--- src/rtl/core/mck_pkg.sv ---
package mck_pkg;

  localparam int CHAR_W  = 8;
  localparam int UNIT_W  = 16;
  localparam int DUR_W   = 18;
  localparam int ELEM_W  = 6;
  localparam int LEN_W   = 3;
  localparam int TABLE_DEPTH = 1 << CHAR_W;
  localparam logic [UNIT_W-1:0] UNIT_RESET = 16'd100;

  // Symbol table entry: element count, elements left-aligned, 1 = dash.
  typedef struct packed {
    logic [LEN_W-1:0]  len;
    logic [ELEM_W-1:0] pat;
  } mck_entry_t;

  localparam int ENTRY_W = $bits(mck_entry_t);

  function automatic mck_entry_t mck_symbol(input logic [CHAR_W-1:0] code);
    mck_entry_t e;
    unique case (code)
      "a": e = '{3'd2, 6'b010000};
      "b": e = '{3'd4, 6'b100000};
      "w": e = '{3'd3, 6'b011000};
      "g": e = '{3'd3, 6'b110000};
      "d": e = '{3'd3, 6'b100000};
      "e": e = '{3'd1, 6'b000000};
      "v": e = '{3'd4, 6'b000100};
      "z": e = '{3'd4, 6'b110000};
      "i": e = '{3'd2, 6'b000000};
      "j": e = '{3'd4, 6'b011100};
      "k": e = '{3'd3, 6'b101000};
      "l": e = '{3'd4, 6'b010000};
      "m": e = '{3'd2, 6'b110000};
      "n": e = '{3'd2, 6'b100000};
      "o": e = '{3'd3, 6'b111000};
      "p": e = '{3'd4, 6'b011000};
      "r": e = '{3'd3, 6'b010000};
      "s": e = '{3'd3, 6'b000000};
      "t": e = '{3'd1, 6'b100000};
      "u": e = '{3'd3, 6'b001000};
      "f": e = '{3'd4, 6'b001000};
      "h": e = '{3'd4, 6'b000000};
      "c": e = '{3'd4, 6'b101000};
      "q": e = '{3'd4, 6'b110100};
      "y": e = '{3'd4, 6'b101100};
      "x": e = '{3'd4, 6'b100100};
      "1": e = '{3'd5, 6'b011110};
      "2": e = '{3'd5, 6'b001110};
      "3": e = '{3'd5, 6'b000110};
      "4": e = '{3'd5, 6'b000010};
      "5": e = '{3'd5, 6'b000000};
      "6": e = '{3'd5, 6'b100000};
      "7": e = '{3'd5, 6'b110000};
      "8": e = '{3'd5, 6'b111000};
      "9": e = '{3'd5, 6'b111100};
      "0": e = '{3'd5, 6'b111110};
      ".": e = '{3'd6, 6'b000000};
      ",": e = '{3'd6, 6'b010101};
      ":": e = '{3'd6, 6'b111000};
      ";": e = '{3'd6, 6'b101010};
      "(": e = '{3'd6, 6'b101101};
      ")": e = '{3'd6, 6'b101101};
      "\"": e = '{3'd6, 6'b010010};
      "-": e = '{3'd6, 6'b100001};
      "/": e = '{3'd5, 6'b100100};
      "?": e = '{3'd6, 6'b001100};
      "!": e = '{3'd6, 6'b110011};
      " ": e = '{3'd5, 6'b100010};
      "@": e = '{3'd6, 6'b011010};
      default: e = '{3'd0, 6'b000000};
    endcase
    return e;
  endfunction

endpackage

--- src/rtl/core/morse_character_keyer.sv ---
// Morse character keyer. Each character transfer on the s_ side is looked up
// in a 256-entry symbol RAM and expands into a run of (level, duration) pulses
// on the m_ side: an on pulse of one unit per dot or three units per dash,
// each followed by one unit off; when s_tlast marks the end of a message, a
// further two-unit off pulse follows. m_tlast flags the final pulse of each
// character. Codes not in the table give no element pulses. After reset the
// symbol RAM is loaded from the constant table, during which s_tready stays
// low; cfg writes are taken at any time. Steps per character: the transfer,
// the RAM read, then one pulse per cycle (up to 13 pulses) while the output
// register is free; back-pressure on m_tready holds the pulses back. The
// sequencer walks one element at a time from the entry read out of the RAM.
module morse_character_keyer
  import mck_pkg::*;
(
  input  logic        clk,
  input  logic        rst,
  // config: unit length in ms
  input  logic        cfg_we,
  input  logic [15:0] cfg_wdata,
  // s_tdata: [7:0] char_code; s_tlast = message_end
  input  logic        s_tvalid,
  output logic        s_tready,
  input  logic [7:0]  s_tdata,
  input  logic        s_tlast,
  // m_tdata: [0] level, [18:1] duration_ms, [23:19] zero; m_tlast = last
  output logic        m_tvalid,
  input  logic        m_tready,
  output logic [23:0] m_tdata,
  output logic        m_tlast
);

  localparam logic [1:0] ST_FILL = 2'd0;
  localparam logic [1:0] ST_IDLE = 2'd1;
  localparam logic [1:0] ST_READ = 2'd2;
  localparam logic [1:0] ST_EMIT = 2'd3;

  logic [1:0]        state;
  logic [CHAR_W-1:0] fill_addr;
  logic [UNIT_W-1:0] unit_ms;

  // current character
  logic              msg_end;
  logic [LEN_W-1:0]  len;
  logic [ELEM_W-1:0] pat;
  logic [LEN_W-1:0]  idx;
  logic              phase;   // 0: element on, 1: trailing gap

  // output register
  logic             level;
  logic [DUR_W-1:0] dur;
  logic             last;

  logic [ENTRY_W-1:0] ram_rdata;
  mck_entry_t         entry;
  mck_entry_t         fill_entry;

  assign fill_entry = mck_symbol(fill_addr);

  mck_ram #(
    .WIDTH (ENTRY_W),
    .DEPTH (TABLE_DEPTH)
  ) u_table (
    .clk   (clk),
    .we    (state == ST_FILL),
    .waddr (fill_addr),
    .wdata (fill_entry),
    .raddr (s_tdata[CHAR_W-1:0]),
    .rdata (ram_rdata)
  );

  assign entry = mck_entry_t'(ram_rdata);

  assign s_tready = (state == ST_IDLE);
  assign m_tdata  = {5'd0, dur, level};
  assign m_tlast  = last;

  logic             out_free;
  logic             in_elem;
  logic             is_dash;
  logic [1:0]       units;
  logic             p_level;
  logic             p_last;
  logic             p_done;
  logic [DUR_W-1:0] unit_x;

  assign out_free = !m_tvalid || m_tready;
  assign in_elem  = (idx < len);
  assign is_dash  = pat[3'(ELEM_W - 1) - idx];
  assign unit_x   = {2'd0, unit_ms};

  // next pulse from the element pointer
  always_comb begin
    if (in_elem && !phase) begin
      p_level = 1'b1;
      units   = is_dash ? 2'd3 : 2'd1;
      p_last  = 1'b0;
      p_done  = 1'b0;
    end else if (in_elem) begin
      p_level = 1'b0;
      units   = 2'd1;
      p_last  = (idx == len - 3'd1) && !msg_end;
      p_done  = p_last;
    end else begin
      p_level = 1'b0;
      units   = 2'd2;
      p_last  = 1'b1;
      p_done  = 1'b1;
    end
  end

  logic [DUR_W-1:0] p_dur;
  assign p_dur = (units[1] ? {unit_x[DUR_W-2:0], 1'b0} : '0) + (units[0] ? unit_x : '0);

  always_ff @(posedge clk) begin
    if (rst) begin
      state     <= ST_FILL;
      fill_addr <= '0;
      unit_ms   <= UNIT_RESET;
      m_tvalid  <= 1'b0;
      idx       <= '0;
      phase     <= 1'b0;
    end else begin
      if (cfg_we) begin
        unit_ms <= cfg_wdata;
      end

      // load a new pulse when the register frees up, else drop after transfer
      if (state == ST_EMIT && out_free) begin
        m_tvalid <= 1'b1;
      end else if (m_tready) begin
        m_tvalid <= 1'b0;
      end

      unique case (state)
        ST_FILL: begin
          fill_addr <= fill_addr + 1'b1;
          if (fill_addr == CHAR_W'(TABLE_DEPTH - 1)) begin
            state <= ST_IDLE;
          end
        end
        ST_IDLE: begin
          if (s_tvalid) begin
            msg_end <= s_tlast;
            state   <= ST_READ;
          end
        end
        ST_READ: begin
          len   <= entry.len;
          pat   <= entry.pat;
          idx   <= '0;
          phase <= 1'b0;
          // unknown code and no message end: nothing to send
          state <= (entry.len == '0 && !msg_end) ? ST_IDLE : ST_EMIT;
        end
        ST_EMIT: begin
          if (out_free) begin
            level    <= p_level;
            dur      <= p_dur;
            last     <= p_last;
            if (in_elem && !phase) begin
              phase <= 1'b1;
            end else if (in_elem) begin
              phase <= 1'b0;
              idx   <= idx + 1'b1;
            end
            if (p_done) begin
              state <= ST_IDLE;
            end
          end
        end
        default: state <= ST_IDLE;
      endcase
    end
  end

  // no input taken while the symbol RAM is loading
  a_no_accept_in_fill: assert property (@(posedge clk) disable iff (rst)
    (state == ST_FILL) |-> !s_tready)
    else $error("input accepted during table load");

  // a transfer always goes through the RAM read cycle
  a_accept_reads: assert property (@(posedge clk) disable iff (rst)
    (s_tvalid && s_tready) |=> (state == ST_READ))
    else $error("accept not followed by table read");

  // an on pulse is never the last pulse of a character
  a_on_not_last: assert property (@(posedge clk) disable iff (rst)
    (m_tvalid && m_tdata[0]) |-> !m_tlast)
    else $error("on pulse flagged last");

  // element pointer stays within the entry
  a_idx_range: assert property (@(posedge clk) disable iff (rst)
    (state == ST_EMIT) |-> (idx <= len))
    else $error("element pointer beyond entry length");

endmodule

--- src/rtl/core/mck_ram.sv ---
module mck_ram #(
  parameter int WIDTH = 8,
  parameter int DEPTH = 256
) (
  input  logic                     clk,
  input  logic                     we,
  input  logic [$clog2(DEPTH)-1:0] waddr,
  input  logic [WIDTH-1:0]         wdata,
  input  logic [$clog2(DEPTH)-1:0] raddr,
  output logic [WIDTH-1:0]         rdata
);

  logic [WIDTH-1:0] mem [DEPTH];

  always_ff @(posedge clk) begin
    if (we) begin
      mem[waddr] <= wdata;
    end
    rdata <= mem[raddr];
  end

endmodule

--- config.mk ---
export PLATFORM = sky130hd
export DESIGN_NAME = morse_character_keyer
export DESIGN_NICKNAME = d
export VERILOG_FILES = /design/src/rtl/core/mck_pkg.sv /design/src/rtl/core/morse_character_keyer.sv /design/src/rtl/core/mck_ram.sv
export SDC_FILE = /design/constraint.sdc
export NUM_CORES = 2
export LEC_CHECK = 0
export ABC_AREA = 1
export ABC_CLOCK_PERIOD_IN_PS = 8900
export BUFFER_PORTS_ARGS = -buffer_cell sky130_fd_sc_hd__buf_2
export CELL_PAD_IN_SITES_DETAIL_PLACEMENT = 0
export CELL_PAD_IN_SITES_GLOBAL_PLACEMENT = 1
export CORE_ASPECT_RATIO = 0.6
export CORE_UTILIZATION = 50
export DETAILED_ROUTE_END_ITERATION = 12
export HOLD_SLACK_MARGIN = 0.02
export PLACE_DENSITY_LB_ADDON = 0.1
export SYNTH_ARGS = -nofsm -noshare
export SYNTH_HDL_FRONTEND = slang
export SYNTH_SLANG_ARGS = --single-unit
export TNS_END_PERCENT = 30
--- constraint.sdc ---
create_clock -name clk -period 8.9 [get_ports clk]
set_clock_uncertainty 0.05 [all_clocks]
set_input_delay 1.78 -clock clk [delete_from_list [all_inputs] [get_ports clk]]
set_output_delay 1.78 -clock clk [all_outputs]
set_load 0.02 [all_outputs]
==> impl_metrics.json <==
{
  "status": "finished with violations",
  "violations": "slew limit",
  "fin_cells": 11000,
  "gr-usage-all-layers": 0.285,
  "grt_max_degree": 222,
  "die_h_microns": 344,
  "syn_area_per_cell_sq_um": 11.7,
  "powerDensity_nw_per_um2": 215,
  "vias": 64700,
  "layout_commonest_cell": "nand2_1",
  "finalCritPeriodShare": 0.621,
  "clk_latency_ns": 0.87,
  "crit_required_ns": 9.65,
  "clk_pin_slew_ns": 0.07,
  "drtPass1Iterations": 8,
  "hold_path_startpoint": "unit_ms[9]$_SDFFE_PP0P_",
  "antenna_found_initial": 11,
  "drive_above_1_share": 0.0622,
  "rr_worst_depth": 18,
  "coreArea_sq_um": 194000,
  "wl_microns": 286000,
  "r2r-start": "idx[0]$_SDFFE_PP0P_",
  "rows": 125,
  "start_util": 0.504,
  "met2_length_microns": 119000,
  "post-route-util": 0.551,
  "dp_hpwl_microns": 156000,
  "setup_tns_ns": 0,
  "synth_area_sq_um": 97700,
  "slew_headroom": -0.0567,
  "ios": 57,
  "die_w_microns": 573,
  "postCtsHoldBufs": 0,
  "cts_max_path_buffers": 4,
  "min_path_type": "flip-flop to flip-flop",
  "synthTopCellsByArea": "edfxtp_1, nand3_1, nand2_1",
  "cts-root-buf": "clkbuf_16",
  "fmax_ghz": 0.181,
  "hold_depth": 2,
  "drt_iter0_drc": 8568,
  "worstMarginPinSlew_ns": 1.59,
  "synth.distinct_cells": 40,
  "overflow": 0,
  "cp_max_fo": 221,
  "ctsResizeCount": 0,
  "avgRoutedWirePerCell_microns": 26.1,
  "nNetsFinal": 8242,
  "dr_wl_met3_microns": 26000,
  "die-area_sq_um": 197000,
  "num-fill-cells": 16200,
  "final_cell_mix": "nand2_1, edfxtp_1, nand3_1, nor2_1, clkbuf_16",
  "port_buffers": 51,
  "synth_top_cell_area_share": 0.717,
  "routed.top_layer": "met5",
  "ir_drop_v": 0.000285,
  "post_cts.repair.setup_buffers": 0,
  "htree_num_levels": 4,
  "r2r_end": "dur[11]$_DFFE_PP_",
  "cts.sinks": 2383,
  "dp_cells": 10600,
  "area_growth_pct": 9.24,
  "regArea_sq_um": 71100,
  "finalPower_uw": 22900,
  "m1WireLength_microns": 134000,
  "cp-start-kind": "input pin",
  "hold_violations": 0,
  "cts-buffers-inserted": 219,
  "finalSetupViolCount": 0,
  "yosys_warnings": 0,
  "synthCells": 8352,
  "grt_pass1_vias": 58600,
  "critPathKind": "input pin to flip-flop",
  "cp.arrival_ns": 6.28,
  "end_kind": "flip-flop",
  "multi_input_area_sq_um": 23700,
  "drtAntennaViolNets": 0,
  "tritoncts": "yes",
  "drc": 0,
  "maxCapViolCount": 0,
  "via_per_inst": 5.91,
  "gp_congestion": 0.831,
  "synth_top_area_cell": "edfxtp_1",
  "hold_end": "unit_ms[9]$_SDFFE_PP0P_",
  "rsz0062_at_grt": "false",
  "r2r_slack_ns": 3.64,
  "yosys_register_bits": 2383,
  "fin_crit_ns": 5.53,
  "finalMaxSlewViolations": 72,
  "p_leak_uw": 0.0365,
  "seq_area_frac_synth": 0.727,
  "grt_pass1_wl_microns": 415000
}
metal layers:
metal  vias to the layer above  track usage
li1                      29200            -
met1                     32300        0.461
met2                      2816        0.397
met3                       372       0.0515
met4                        10       0.0638
met5                         -            0
where the power goes:
part           internal [uW]  switching [uW]  total (uW)
registers              12200            35.5       12200
logic                    339             972        1310
clock network           5250            4190        9440
total                  17700            5200       22900
layout make-up:
type / instances / area share
diodes: 4 / 0.0000938
repair buffers: 148 / 0.0118
flip-flops and latches: 2383 / 0.666
well taps: 2603 / 0.0305
clock inverters: 138 / 0.0119
multi-input cells: 5306 / 0.222
clock buffers: 258 / 0.0534
inverters: 111 / 0.00434
cells in the mapped netlist, drive strengths merged:
library cell	n
nor3	22
nor2	334
nand4	5
nor3b	2
conb	1
nor4	1
or2	2
a31oi	3
buf	444
o22ai	3
o21bai	1
inv	107
nand3b	1
clkinv	4
a211oi	2
fa	1
nand2	2456
edfxtp	2334
o21ai	48
nand3	2308
xnor2	4
o2111ai	1
clkbuf	112
ha	42
dfxtp	49
o31a	1
o211ai	10
xor2	12
a21oi	41
a21o	1
worst max path at each step:
stage,start,end,slack (ns),cells past startpoint
2_1_floorplan,fill_addr[7]$_SDFFE_PP0P_,u_table.mem[0][0]$_DFFE_PP_,0.99,2
3_3_place_gp,s_tdata[0],u_table.rdata[5]$_DFF_P_,2.65,14
3_5_place_dp,s_tdata[0],u_table.rdata[5]$_DFF_P_,2.67,14
4_1_cts,s_tdata[0],u_table.rdata[5]$_DFF_P_,3.59,14
5_1_grt,s_tdata[0],u_table.rdata[5]$_DFF_P_,3.27,14
6_report,s_tdata[0],u_table.rdata[5]$_DFF_P_,3.37,14
worst max-delay path, cell delays in order:
cell and delay, ns:
buf_8 0.22, inv_16 0.39, buf_12 0.61, buf_4 0.82, nand2_1 0.12, nand3_1 0.10, nand3_1 0.09, nand3_1 0.19
nand3_1 0.34, nand3_1 0.25, nand3_1 0.20, nand2_1 0.18, nand2_1 0.24, nand2_1 0.12
per-stage QoR:
step           instance area [sq um]  hold WS (ns)  setup WS, ns
6_report                      107000         0.439          3.37
5_1_grt                       107000         0.464          3.27
4_1_cts                       107000         0.439          3.59
3_5_place_dp                   99800         0.428          2.67
3_3_place_gp                   99800         0.421          2.65
2_1_floorplan                  97700         0.336         0.986
cell families after synthesis:
logic type               share of synthesized area
XOR/XNOR                                   0.00143
other                                    0.0000384
flip-flops                                   0.727
adder cells (fa/ha/maj)                    0.00558
buffers and inverters                       0.0320
AND/OR/NAND/NOR                              0.228
AO/OA/AOI/OAI                              0.00620
registers in the layout (all words and copies together) (netlist names), 2 cells and up, named ones only:
| signal | count |
|---|---|
| state | 2 |
| dur | 18 |
| u_table.rdata | 9 |
| len | 3 |
| fill_addr | 8 |
| pat | 6 |
| u_table.mem | 2304 |
| unit_ms | 16 |
| idx | 3 |
Power figures use the tool's default switching activity.
